==> src/design/ssvt_pkg.sv <==
// ---------------------------------------------------------------------------
// ssvt_pkg: shared types and constants for the sorted selector/value table
// Holds payload structs, status and command codes, and state encodings.
// ---------------------------------------------------------------------------
`default_nettype none
package ssvt_pkg;
   localparam int Capacity = 64;
   localparam int AddrW = $clog2(Capacity);
   localparam int CountW = $clog2(Capacity + 1);

   typedef enum logic [1:0] {
      CMD_ADD = 2'd0, CMD_REPLACE = 2'd1, CMD_REMOVE = 2'd2, CMD_FIND = 2'd3
   } cmd_type;

   typedef enum logic [2:0] {
      ST_OK = 3'd0, ST_BAD_VALUE = 3'd1, ST_BAD_LOCATION = 3'd2,
      ST_UNDEF_KEY = 3'd3, ST_DUP_KEY = 3'd4, ST_FULL = 3'd5
   } status_type;

   typedef enum logic [1:0] {
      CSR_HEAP_START = 2'd0, CSR_ROM_BASE = 2'd1, CSR_ADDRESS_MASK = 2'd2
   } csr_index_type;

   typedef struct packed {
      logic [1:0]  cmd;
      logic [31:0] selector;
      logic [31:0] new_value;
   } req_type;

   typedef struct packed {
      logic [2:0]  status;
      logic        found;
      logic [6:0]  entry_index;
      logic [31:0] old_value;
      logic [6:0]  entry_count;
   } rsp_type;

   typedef enum logic [3:0] {
      S_IDLE, S_SRCH, S_SRCH_WAIT, S_HIT_RD, S_HIT_WAIT, S_DECIDE,
      S_SHIFT_RD, S_SHIFT_WAIT, S_SHIFT_WR, S_DONE
   } state_type;

   // memory port bundle between sequencer and store
   typedef struct packed {
      logic             rd_en;
      logic [AddrW-1:0] rd_addr;
      logic             wr_en;
      logic [AddrW-1:0] wr_addr;
      logic [31:0]      wr_key;
      logic [31:0]      wr_val;
   } mem_ctl_type;
endpackage
`default_nettype wire

==> src/design/ssvt_seq.sv <==
// ---------------------------------------------------------------------------
// ssvt_seq: command sequencer
// Runs the lower-bound search, vets the value and shifts entries on insert
// or remove through the store's single read and write ports.
// ---------------------------------------------------------------------------
`default_nettype none
module ssvt_seq (
   input  wire logic                  clock,
   input  wire logic                  reset,
   input  wire logic                  req_valid,
   output logic                       req_stall,
   input  wire ssvt_pkg::req_type     req_data,
   output logic                       rsp_valid,
   input  wire logic                  rsp_stall,
   output ssvt_pkg::rsp_type          rsp_data,
   input  wire logic [31:0]           heap_start,
   input  wire logic [31:0]           rom_base,
   input  wire logic [31:0]           address_mask,
   output ssvt_pkg::mem_ctl_type      mem_ctl,
   input  wire logic [31:0]           rd_key,
   input  wire logic [31:0]           rd_val
);
   localparam int AW = ssvt_pkg::AddrW;
   localparam int CW = ssvt_pkg::CountW;

   ssvt_pkg::state_type state_ff, state_in;
   ssvt_pkg::req_type   req_ff, req_in;
   logic [CW-1:0] count_ff, count_in;
   logic [CW-1:0] lo_ff, lo_in, hi_ff, hi_in;
   logic [CW-1:0] ptr_ff, ptr_in;
   logic [31:0]   skey_ff, skey_in, sval_ff, sval_in;
   logic          hit_ff, hit_in;
   logic [31:0]   old_ff, old_in;
   logic [2:0]    status_ff, status_in;
   logic          rsp_valid_ff, rsp_valid_in;
   ssvt_pkg::rsp_type rsp_ff, rsp_in;

   logic [CW-1:0] mid;
   logic [31:0]   masked;
   logic          val_bad, loc_bad;
   logic          is_add;

   assign mid     = lo_ff + ((hi_ff - lo_ff) >> 1);
   assign masked  = req_ff.new_value & address_mask;
   assign val_bad = (req_ff.new_value == 32'd0) || req_ff.new_value[0];
   assign loc_bad = (masked > heap_start) && (masked < rom_base);
   assign is_add  = (req_ff.cmd == ssvt_pkg::CMD_ADD);

   // next state
   always_comb begin
      state_in = state_ff;
      unique case (state_ff)
         ssvt_pkg::S_IDLE:      if (req_valid) state_in = ssvt_pkg::S_SRCH;
         ssvt_pkg::S_SRCH:      state_in = (lo_ff < hi_ff) ? ssvt_pkg::S_SRCH_WAIT
                                                           : ssvt_pkg::S_HIT_RD;
         ssvt_pkg::S_SRCH_WAIT: state_in = ssvt_pkg::S_SRCH;
         ssvt_pkg::S_HIT_RD:    state_in = (lo_ff < count_ff) ? ssvt_pkg::S_HIT_WAIT
                                                              : ssvt_pkg::S_DECIDE;
         ssvt_pkg::S_HIT_WAIT:  state_in = ssvt_pkg::S_DECIDE;
         ssvt_pkg::S_DECIDE:    state_in = ssvt_pkg::S_DONE;
         ssvt_pkg::S_SHIFT_RD:  state_in = ssvt_pkg::S_SHIFT_WAIT;
         ssvt_pkg::S_SHIFT_WAIT: state_in = ssvt_pkg::S_SHIFT_WR;
         ssvt_pkg::S_SHIFT_WR:  state_in = ssvt_pkg::S_DONE;
         ssvt_pkg::S_DONE:      if (!rsp_valid_ff || !rsp_stall) state_in = ssvt_pkg::S_IDLE;
         default:               state_in = ssvt_pkg::S_IDLE;
      endcase
      // shifting loops back on itself until the pointer reaches its end
      if (state_ff == ssvt_pkg::S_DECIDE && status_in == ssvt_pkg::ST_OK &&
          (req_ff.cmd == ssvt_pkg::CMD_REMOVE || is_add)) begin
         state_in = ssvt_pkg::S_SHIFT_RD;
         if (is_add && ptr_in == lo_ff) state_in = ssvt_pkg::S_SHIFT_WR;
         if (!is_add && ptr_in + 1'b1 >= count_ff) state_in = ssvt_pkg::S_DONE;
      end
      if (state_ff == ssvt_pkg::S_SHIFT_WR) begin
         if (is_add && ptr_ff != lo_ff) begin
            state_in = (ptr_ff - 1'b1 == lo_ff) ? ssvt_pkg::S_SHIFT_WR
                                                : ssvt_pkg::S_SHIFT_RD;
         end
         if (!is_add && ptr_ff + 2'd2 < count_ff) state_in = ssvt_pkg::S_SHIFT_RD;
      end
   end

   // datapath and outputs
   always_comb begin
      req_in = req_ff;  count_in = count_ff;  lo_in = lo_ff;  hi_in = hi_ff;
      ptr_in = ptr_ff;  skey_in = skey_ff;    sval_in = sval_ff;
      hit_in = hit_ff;  old_in = old_ff;      status_in = status_ff;
      rsp_valid_in = rsp_valid_ff && rsp_stall;
      rsp_in = rsp_ff;
      mem_ctl = '0;
      req_stall = (state_ff != ssvt_pkg::S_IDLE);
      case (state_ff)
         ssvt_pkg::S_IDLE: begin
            if (req_valid) begin
               req_in = req_data;  lo_in = '0;  hi_in = count_ff;
               old_in = '0;        hit_in = 1'b0;
            end
         end
         ssvt_pkg::S_SRCH: begin
            mem_ctl.rd_en   = (lo_ff < hi_ff);
            mem_ctl.rd_addr = mid[AW-1:0];
            if (!(lo_ff < hi_ff)) begin
               mem_ctl.rd_en   = (lo_ff < count_ff);
               mem_ctl.rd_addr = lo_ff[AW-1:0];
            end
         end
         ssvt_pkg::S_SRCH_WAIT: begin
            if (rd_key < req_ff.selector) lo_in = mid + 1'b1;
            else hi_in = mid;
         end
         ssvt_pkg::S_HIT_WAIT: begin
            hit_in = (rd_key == req_ff.selector);
            sval_in = rd_val;
         end
         ssvt_pkg::S_DECIDE: begin
            status_in = ssvt_pkg::ST_OK;
            if (req_ff.cmd == ssvt_pkg::CMD_ADD || req_ff.cmd == ssvt_pkg::CMD_REPLACE) begin
               if (val_bad) status_in = ssvt_pkg::ST_BAD_VALUE;
               else if (loc_bad) status_in = ssvt_pkg::ST_BAD_LOCATION;
               else if (!is_add) begin
                  if (!hit_ff) status_in = ssvt_pkg::ST_UNDEF_KEY;
                  else begin
                     old_in = sval_ff;
                     mem_ctl.wr_en = 1'b1;  mem_ctl.wr_addr = lo_ff[AW-1:0];
                     mem_ctl.wr_key = req_ff.selector;
                     mem_ctl.wr_val = req_ff.new_value;
                  end
               end else if (hit_ff) status_in = ssvt_pkg::ST_DUP_KEY;
               else if (count_ff >= CW'(ssvt_pkg::Capacity)) status_in = ssvt_pkg::ST_FULL;
            end else begin
               if (!hit_ff) status_in = ssvt_pkg::ST_UNDEF_KEY;
               else old_in = sval_ff;
            end
            // insert walks down from count, remove walks up from the hit
            ptr_in = is_add ? count_ff : lo_ff;
            if (status_in == ssvt_pkg::ST_OK) begin
               if (is_add) count_in = count_ff + 1'b1;
               if (req_ff.cmd == ssvt_pkg::CMD_REMOVE) count_in = count_ff - 1'b1;
            end
            // count already moved; shift loops use the pre-command bound
            if (req_ff.cmd == ssvt_pkg::CMD_REMOVE) count_in = count_ff;
         end
         ssvt_pkg::S_SHIFT_RD: begin
            mem_ctl.rd_en = 1'b1;
            mem_ctl.rd_addr = is_add ? AW'(ptr_ff - 1'b1) : AW'(ptr_ff + 1'b1);
         end
         ssvt_pkg::S_SHIFT_WAIT: begin
            skey_in = rd_key;  sval_in = rd_val;
         end
         ssvt_pkg::S_SHIFT_WR: begin
            mem_ctl.wr_en = 1'b1;
            mem_ctl.wr_addr = ptr_ff[AW-1:0];
            if (is_add && ptr_ff == lo_ff) begin
               mem_ctl.wr_key = req_ff.selector;
               mem_ctl.wr_val = req_ff.new_value;
            end else begin
               mem_ctl.wr_key = skey_ff;
               mem_ctl.wr_val = sval_ff;
            end
            if (is_add) begin
               if (ptr_ff != lo_ff) ptr_in = ptr_ff - 1'b1;
            end else ptr_in = ptr_ff + 1'b1;
         end
         ssvt_pkg::S_DONE: begin
            if (!rsp_valid_ff || !rsp_stall) begin
               rsp_valid_in = 1'b1;
               rsp_in.status = status_ff;
               rsp_in.found = hit_ff;
               rsp_in.entry_index = 7'(lo_ff);
               rsp_in.old_value = old_ff;
               if (req_ff.cmd == ssvt_pkg::CMD_REMOVE && status_ff == ssvt_pkg::ST_OK) begin
                  rsp_in.entry_count = 7'(count_ff - 1'b1);
                  count_in = count_ff - 1'b1;
               end else rsp_in.entry_count = 7'(count_ff);
            end
         end
         default: ;
      endcase
   end

   // registers
   always_ff @(posedge clock) begin
      if (reset) begin
         state_ff <= ssvt_pkg::S_IDLE;
         count_ff <= '0;
         rsp_valid_ff <= 1'b0;
      end else begin
         state_ff <= state_in;
         count_ff <= count_in;
         rsp_valid_ff <= rsp_valid_in;
      end
      req_ff <= req_in;  lo_ff <= lo_in;  hi_ff <= hi_in;  ptr_ff <= ptr_in;
      skey_ff <= skey_in;  sval_ff <= sval_in;  hit_ff <= hit_in;
      old_ff <= old_in;  status_ff <= status_in;  rsp_ff <= rsp_in;
   end

   assign rsp_valid = rsp_valid_ff;
   assign rsp_data  = rsp_ff;
endmodule
`default_nettype wire

==> config.mk <==
export PLATFORM = sky130hd
export DESIGN_NAME = ssvt_seq
export DESIGN_NICKNAME = d
export VERILOG_FILES = /design/src/design/ssvt_pkg.sv /design/src/design/ssvt_seq.sv
export SDC_FILE = /design/constraint.sdc
export NUM_CORES = 1
export LEC_CHECK = 0
export CORE_ASPECT_RATIO = 1.4
export CORE_MARGIN = 4
export CORE_UTILIZATION = 50
export CTS_CLUSTER_SIZE = 24
export DETAILED_ROUTE_END_ITERATION = 10
export DONT_BUFFER_PORTS = 1
export SKIP_LAST_GASP = 1
export SYNTH_ARGS = -nofsm -noshare
export SYNTH_HDL_FRONTEND = slang
export SYNTH_SLANG_ARGS = --single-unit
==> constraint.sdc <==
create_clock -name clock -period 5.4 [get_ports clock]
set_clock_uncertainty 0.1 [all_clocks]
set_input_delay 1.08 -clock clock [delete_from_list [all_inputs] [get_ports clock]]
set_output_delay 1.08 -clock clock [all_outputs]
set_load 0.1 [all_outputs]
==> flow_metrics.env, run 1 <==
export IMPL_grt_pass1_vias=11075
export IMPL_start_util=0.509
export IMPL_drc=0
export IMPL_hold_violations=0
export IMPL_gp_congestion=1.01
export IMPL_max_slew_margin=0.253
export IMPL_tightestPinTransition_ns=1.11
export IMPL_crit_path_end_kind="primary output"
export IMPL_num_vias=10817
export IMPL_clock_sink_count=249
export IMPL_grt_use_total=0.283
export IMPL_yosysSeqAreaShare=0.498
export IMPL_fin_nets=1763
export IMPL_core_area_mm2=0.0286
export IMPL_die_h_um=210
export IMPL_wl_per_cell_um=26.3
export IMPL_final_antenna_net_count=0
export IMPL_ioPinCount=360
export IMPL_ys_ff_latch=249
export IMPL_numCtsBuffers=26
export IMPL_clockBufferDepth=3
export IMPL_fin_area_mm2=0.0176
export IMPL_syn_cell_area_mm2=0.0146
export IMPL_post_place_ws_ns=0.0895
export IMPL_hold_class="register to register"
export IMPL_routed_wl_um=47400
export IMPL_mostFrequentLayoutCells="227 x edfxtp_1, 134 x ha_1, 130 x inv_1, 86 x nor2_1, 74 x nand2_1"
export IMPL_fill_cells=2340
export IMPL_cts_tree="yes"
export IMPL_htree_levels=1
export IMPL_mostFrequentLayoutCell="edfxtp_1"
export IMPL_overflow=0
export IMPL_r2r_start="ptr_ff[0]$_DFF_P_"
export IMPL_drtIter0Drc=664
export IMPL_viasPerCell=6.01
export IMPL_root_buffer="clkbuf_16"
export IMPL_hold_slack_ns=0.352
export IMPL_critPathKind="input pin to primary output"
export IMPL_cap_violations=0
export IMPL_reg2regPathDepth=20
export IMPL_dp_hpwl_um=37500
export IMPL_critPathArrivalTime_ns=4.07
export IMPL_reg2reg_to="state_ff[3]$_SDFF_PP0_"
export IMPL_crit_fanout=30
export IMPL_area_growth_syn_to_layout_pct=21.0
export IMPL_timing_fmax_mhz=190
export IMPL_power_total_mw=8.68
export IMPL_crit_path_start_kind="input pin"
export IMPL_synth_edf_count=227
export IMPL_ctsHoldBuffers=0
export IMPL_power_density_mw_per_mm2=492
export IMPL_path_clk_slew_ns=0.06
export IMPL_drt_first_pass_iters=5
export IMPL_syn_nets=1661
export IMPL_setup_slack_ns=0.148
export IMPL_holdPathEnd="rsp_data[14]$_DFFE_PP_"
export IMPL_place_port_buffers=0
export IMPL_rows=73
export IMPL_synthArstFlopShare=0
export IMPL_grt_antenna_before_repair=11
export IMPL_synth_cells=1295
export IMPL_place_area_mm2=0.0166
export IMPL_status="finished clean"
export IMPL_critical_path_required_ns=4.22
export IMPL_grt_max_degree=61
export IMPL_die_area_mm2=0.0320
export IMPL_drive_above_1_share=0.154
export IMPL_setup_tns_ns=0
export IMPL_hp_start="old_ff[7]$_SDFFCE_PN0P_"
export IMPL_avgSynthCellArea_um2=11.2
export IMPL_ys_types=87
export IMPL_p_leak_nw=7.06
export IMPL_min_period_over_period=0.973
export IMPL_hold_path_depth=0
export IMPL_fin_crit_ns=5.25
export IMPL_vdd_ir_drop_worst_mv=0.510
export IMPL_finalSetupViolCount=0
export IMPL_die_width_um=152
export IMPL_grt_pass1_wl_um=68600
export IMPL_synth_flop_cell="edfxtp_1"
export IMPL_clock_latency_ns=0.54
export IMPL_maxSlewViolCount=0
export IMPL_yosys_warnings=0
export IMPL_rrSetupSlack_ns=0.67
[cell usage after synthesis, drive strengths merged, types with 7 or more instances]
cell | instances | area (um^2)
o22ai | 13 | 81.3
nand3 | 23 | 115
inv | 131 | 492
a22o | 65 | 569
a31oi | 10 | 83.8
xor2 | 15 | 131
o21a | 8 | 61.3
nor2 | 91 | 347
ha | 134 | 1680
nor2b | 7 | 43.8
buf | 24 | 188
and3 | 10 | 62.6
edfxtp | 227 | 6820
nand4 | 20 | 138
nor4 | 16 | 121
mux2i | 42 | 420
a21oi | 70 | 358
nor3 | 15 | 80.1
nand2b | 12 | 75.1
a21o | 25 | 188
dfxtp | 22 | 440
xnor2 | 36 | 315
mux2 | 9 | 101
and2 | 37 | 231
a211oi | 11 | 82.6
nand2 | 75 | 282
and4 | 7 | 61.3
o21ai | 40 | 215
clkbuf | 26 | 97.6
[routing by layer]
metal | routed length, um | vias up | track usage | part of all wire
met5 | 29 | - | 0 | 0.00061
met4 | 3050 | 6 | 0.162 | 0.064
met3 | 3070 | 145 | 0.0637 | 0.065
met2 | 24900 | 472 | 0.518 | 0.53
met1 | 16300 | 5182 | 0.300 | 0.34
li1 | - | 5012 | - | -
[kinds of logic (layout without fill, tap and decap cells)]
| logic type | after synthesis | after routing | share of synthesized area |
|---|---|---|---|
| DFF | 249 | 249 | 0.498 |
| AOI/OAI and AO/OA | 293 | 293 | 0.144 |
| and+or+nand+nor | 332 | 332 | 0.119 |
| adders and majority gates | 137 | 137 | 0.119 |
| other | 0 | 8 | 0 |
| buffers and inverters | 182 | 303 | 0.0536 |
| xor gates and xnor gates | 51 | 51 | 0.0307 |
| muxes | 51 | 51 | 0.0358 |
[layout make-up]
cell class,count,area [um^2],share of cell area
sequential,249,7260,0.412
multi-input combinational,864,6630,0.376
timing repair buffer,124,1840,0.104
clock buffer,32,704,0.0400
inverter,132,495,0.0281
tap,375,469,0.0266
clock inverter,15,211,0.0120
antenna,8,20.0,0.00114
[worst max path at each step]
stage	cells after the start	from	end	slack, ns
6_report	13	address_mask[27]	mem_ctl[33]	0.15
5_1_grt	13	req_ff[17]$_DFFE_PP_	mem_ctl[33]	-0.03
4_1_cts	13	req_ff[30]$_DFFE_PP_	mem_ctl[33]	0.07
3_5_place_dp	13	address_mask[27]	mem_ctl[33]	0.09
3_3_place_gp	13	address_mask[27]	mem_ctl[33]	0.15
2_1_floorplan	13	lo_ff[1]$_SDFFCE_PN0P_	mem_ctl[76]	0.14
[state kept, by name (all words and copies together) (netlist names), 32 cells and up]
signal,count
rsp_data,50
old_ff,32
sval_ff,32
req_ff,66
skey_ff,32
[report_power, final]
group,leakage (nW),switching [mW],internal (mW)
clock,0.437,0.766,1.17
sequential,2.30,0.310,2.52
combinational,4.32,2.39,1.53
total,7.06,3.47,5.21
[worst max-delay path, stage by stage]
cell and delay, ns:
and2_1 0.16, ha_1 0.34, nand4_2 0.17, nor4_4 0.40, nand4_1 0.23, and4b_1 0.28
o211ai_2 0.12, nor2_2 0.09, nor4b_4 0.33, a21o_4 0.20, clkbuf_16 0.23, a22o_1 0.24
buf_12 0.20
[what timing repair did]
item,4_1_cts,5_1_grt
endpoints found under the setup margin,0,60
resized for setup,0,1
setup buffers,0,2
[stage by stage]
stage                     cells  utilization
final                      1799        0.617
after detailed placement   1741        0.582
after global routing       1798        0.617
after global placement     1741        0.582
after CTS                  1788        0.614
after floorplan            1295            -
Power figures use the tool's default switching activity.
==> run 2, diff against run 1 <==
==> constraint.sdc (replaced) <==
create_clock -name clock -period 5.4 [get_ports clock]
set_clock_uncertainty 0.1 [all_clocks]
set_input_delay 0.54 -clock clock [delete_from_list [all_inputs] [get_ports clock]]
set_output_delay 0.54 -clock clock [all_outputs]
set_load 0.1 [all_outputs]
==> run 2 against run 1 <==
Against the previous run:
- largest cell class unchanged
- largest power group unchanged
- non-clock buffer count rose by 117
- flip-flop and latch count unchanged
- hold slack worse by 0.26 ns
==> flow_metrics.env, run 2 (same netlist as run 1, synthesis figures left out) <==
export IMPL_drive_above_1_share=0.132
export IMPL_grt_max_degree=59
export IMPL_area_growth_syn_to_layout_pct=22.6
export IMPL_reg2reg_to="state_ff[3]$_SDFF_PP0_"
export IMPL_rrSetupSlack_ns=0.74
export IMPL_maxSlewViolCount=0
export IMPL_path_clk_slew_ns=0.06
export IMPL_critical_path_required_ns=4.76
export IMPL_final_antenna_net_count=0
export IMPL_timing_fmax_mhz=200
export IMPL_hp_start="rsp_stall"
export IMPL_cts_tree="yes"
export IMPL_ioPinCount=360
export IMPL_power_density_mw_per_mm2=478
export IMPL_critPathKind="register to primary output"
export IMPL_mostFrequentLayoutCells="227 x edfxtp_1, 134 x ha_1, 131 x dlygate4sd3_1, 130 x inv_1, 109 x buf_4"
export IMPL_combPwrFrac=0.458
export IMPL_htree_levels=1
export IMPL_overflow=0
export IMPL_critPathArrivalTime_ns=4.36
export IMPL_die_h_um=210
export IMPL_grt_use_total=0.295
export IMPL_root_buffer="clkbuf_16"
export IMPL_fin_crit_ns=5.00
export IMPL_cap_violations=0
export IMPL_gr_usage_met3=0.0667
export IMPL_placed_cells=1729
export IMPL_mostFrequentLayoutCell="edfxtp_1"
export IMPL_die_area_mm2=0.0320
export IMPL_pwr_share_clk=0.211
export IMPL_hold_path_depth=2
export IMPL_holdPathEnd="rsp_valid$_SDFF_PP0_"
export IMPL_min_period_over_period=0.926
export IMPL_vdd_ir_drop_worst_mv=0.446
export IMPL_switching_share=0.412
export IMPL_clock_sink_count=249
export IMPL_fin_cells=1912
export IMPL_clock_latency_ns=0.56
export IMPL_num_vias=11461
export IMPL_clockBufferDepth=3
export IMPL_setup_tns_ns=0
export IMPL_gp_congestion=1.02
export IMPL_grt_antenna_before_repair=2
export IMPL_seqPwrFrac=0.331
export IMPL_tightestPinTransition_ns=1.14
export IMPL_drtIter0Drc=731
export IMPL_grt_pass1_wl_um=72300
export IMPL_finalSetupViolCount=0
export IMPL_rsz0062_at_grt="no"
export IMPL_drc=0
export IMPL_core_area_mm2=0.0286
export IMPL_met2_usage=0.529
export IMPL_r2r_start="state_ff[3]$_SDFF_PP0_"
export IMPL_die_width_um=152
export IMPL_dp_hpwl_um=36800
export IMPL_p_leak_nw=7.31
export IMPL_viasPerCell=5.99
export IMPL_place_port_buffers=0
export IMPL_status="finished clean"
export IMPL_crit_path_start_kind="register"
export IMPL_wl_per_cell_um=25.8
export IMPL_top_register="req_ff"
export IMPL_setup_slack_ns=0.399
export IMPL_largest_reg_flops=66
export IMPL_crit_fanout=58
export IMPL_grt_busiest_layer="met2"
export IMPL_reg2regPathDepth=18
export IMPL_max_slew_margin=0.238
export IMPL_drt_first_pass_iters=6
export IMPL_start_util=0.509
export IMPL_fin_nets=1881
export IMPL_grt_use_met1=0.314
export IMPL_switching_power_mw=3.52
export IMPL_post_place_ws_ns=0.562
export IMPL_grt_pass1_vias=11933
export IMPL_crit_path_end_kind="primary output"
export IMPL_rows=73
export IMPL_hold_class="input pin to register"
export IMPL_fill_cells=2289
export IMPL_routed_wl_um=49300
export IMPL_hold_violations=0
export IMPL_p_int_mw=5.01
export IMPL_numCtsBuffers=27
-- run 2: cell types whose count changed in the layout (fill, tap and decap cells not counted), moves of 3 or more --
| cell | change |
|---|---|
| buf_12 | -70 |
| buf_4 | +57 |
| bufinv_16 | -3 |
| clkinv_1 | +6 |
| diode_2 | -7 |
| dlygate4sd3_1 | +131 |
-- run 2: layout make-up --
cell class / count / area, um^2 / area share
Timing Repair Buffer: 241 / 2150 / 0.120
Sequential cell: 249 / 7260 / 0.407
Inverter: 132 / 495 / 0.0278
Clock inverter: 19 / 153 / 0.00855
Clock buffer: 31 / 691 / 0.0387
Tap cell: 375 / 469 / 0.0263
Antenna cell: 1 / 2.50 / 0.000140
Multi-Input combinational cell: 864 / 6630 / 0.372
-- run 2: power by group through the flow --
stage	logic [mW]	registers, mW	clock network (mW)
3_3_place_gp	3.73	2.84	0
2_1_floorplan	2.70	2.72	0
6_report	3.91	2.82	1.80
3_5_place_dp	3.78	2.85	0
5_1_grt	4.23	2.84	1.91
4_1_cts	3.88	2.81	1.83
-- run 2: worst max-delay path: stages (launching register included) --
cell      delay (ns)
edfxtp_1        0.46
and2_1          0.22
ha_1            0.33
nand4_2         0.17
nor4_4          0.40
nand4_1         0.20
and4b_1         0.26
o211ai_2        0.16
nor2_2          0.11
nor4b_4         0.31
a21o_2          0.30
buf_12          0.33
a22o_1          0.25
buf_4           0.31
-- run 2: worst max path at each step --
stage                                      start           to  depth (start not counted)
after floorplan           lo_ff[1]$_SDFFCE_PN0P_  mem_ctl[77]                         12
after detailed placement        address_mask[23]  mem_ctl[37]                         13
final                       req_ff[30]$_DFFE_PP_  mem_ctl[37]                         13
after global routing        req_ff[19]$_DFFE_PP_  mem_ctl[37]                         13
after global placement          address_mask[27]  mem_ctl[37]                         13
after CTS                   req_ff[30]$_DFFE_PP_  mem_ctl[37]                         13
-- run 2: per-layer routing --
metal  vias up  wire length (um)
li1       5239                 -
met1      5470             17200
met2       575             25000
met3       177              3470
met4         0              3600
met5         -                 0
-- run 2: stage by stage --
stage	total power [mW]	hold slack (ns)	utilization	cell area, um^2
floorplan	5.42	0.326	-	14600
global placement	6.58	0.338	0.548	15700
detailed placement	6.63	0.339	0.548	15700
CTS	8.52	0.0617	0.624	17800
global route	8.98	0.0931	0.624	17800
finish	8.53	0.0899	0.624	17800
-- run 2: timing repair --
item                                    in CTS  in global routing
hold buffers                               131                  0
buffers inserted                             0                  1
endpoints found under the hold margin      137                  0
endpoints found under the setup margin       0                 58
resized for setup                            0                  1
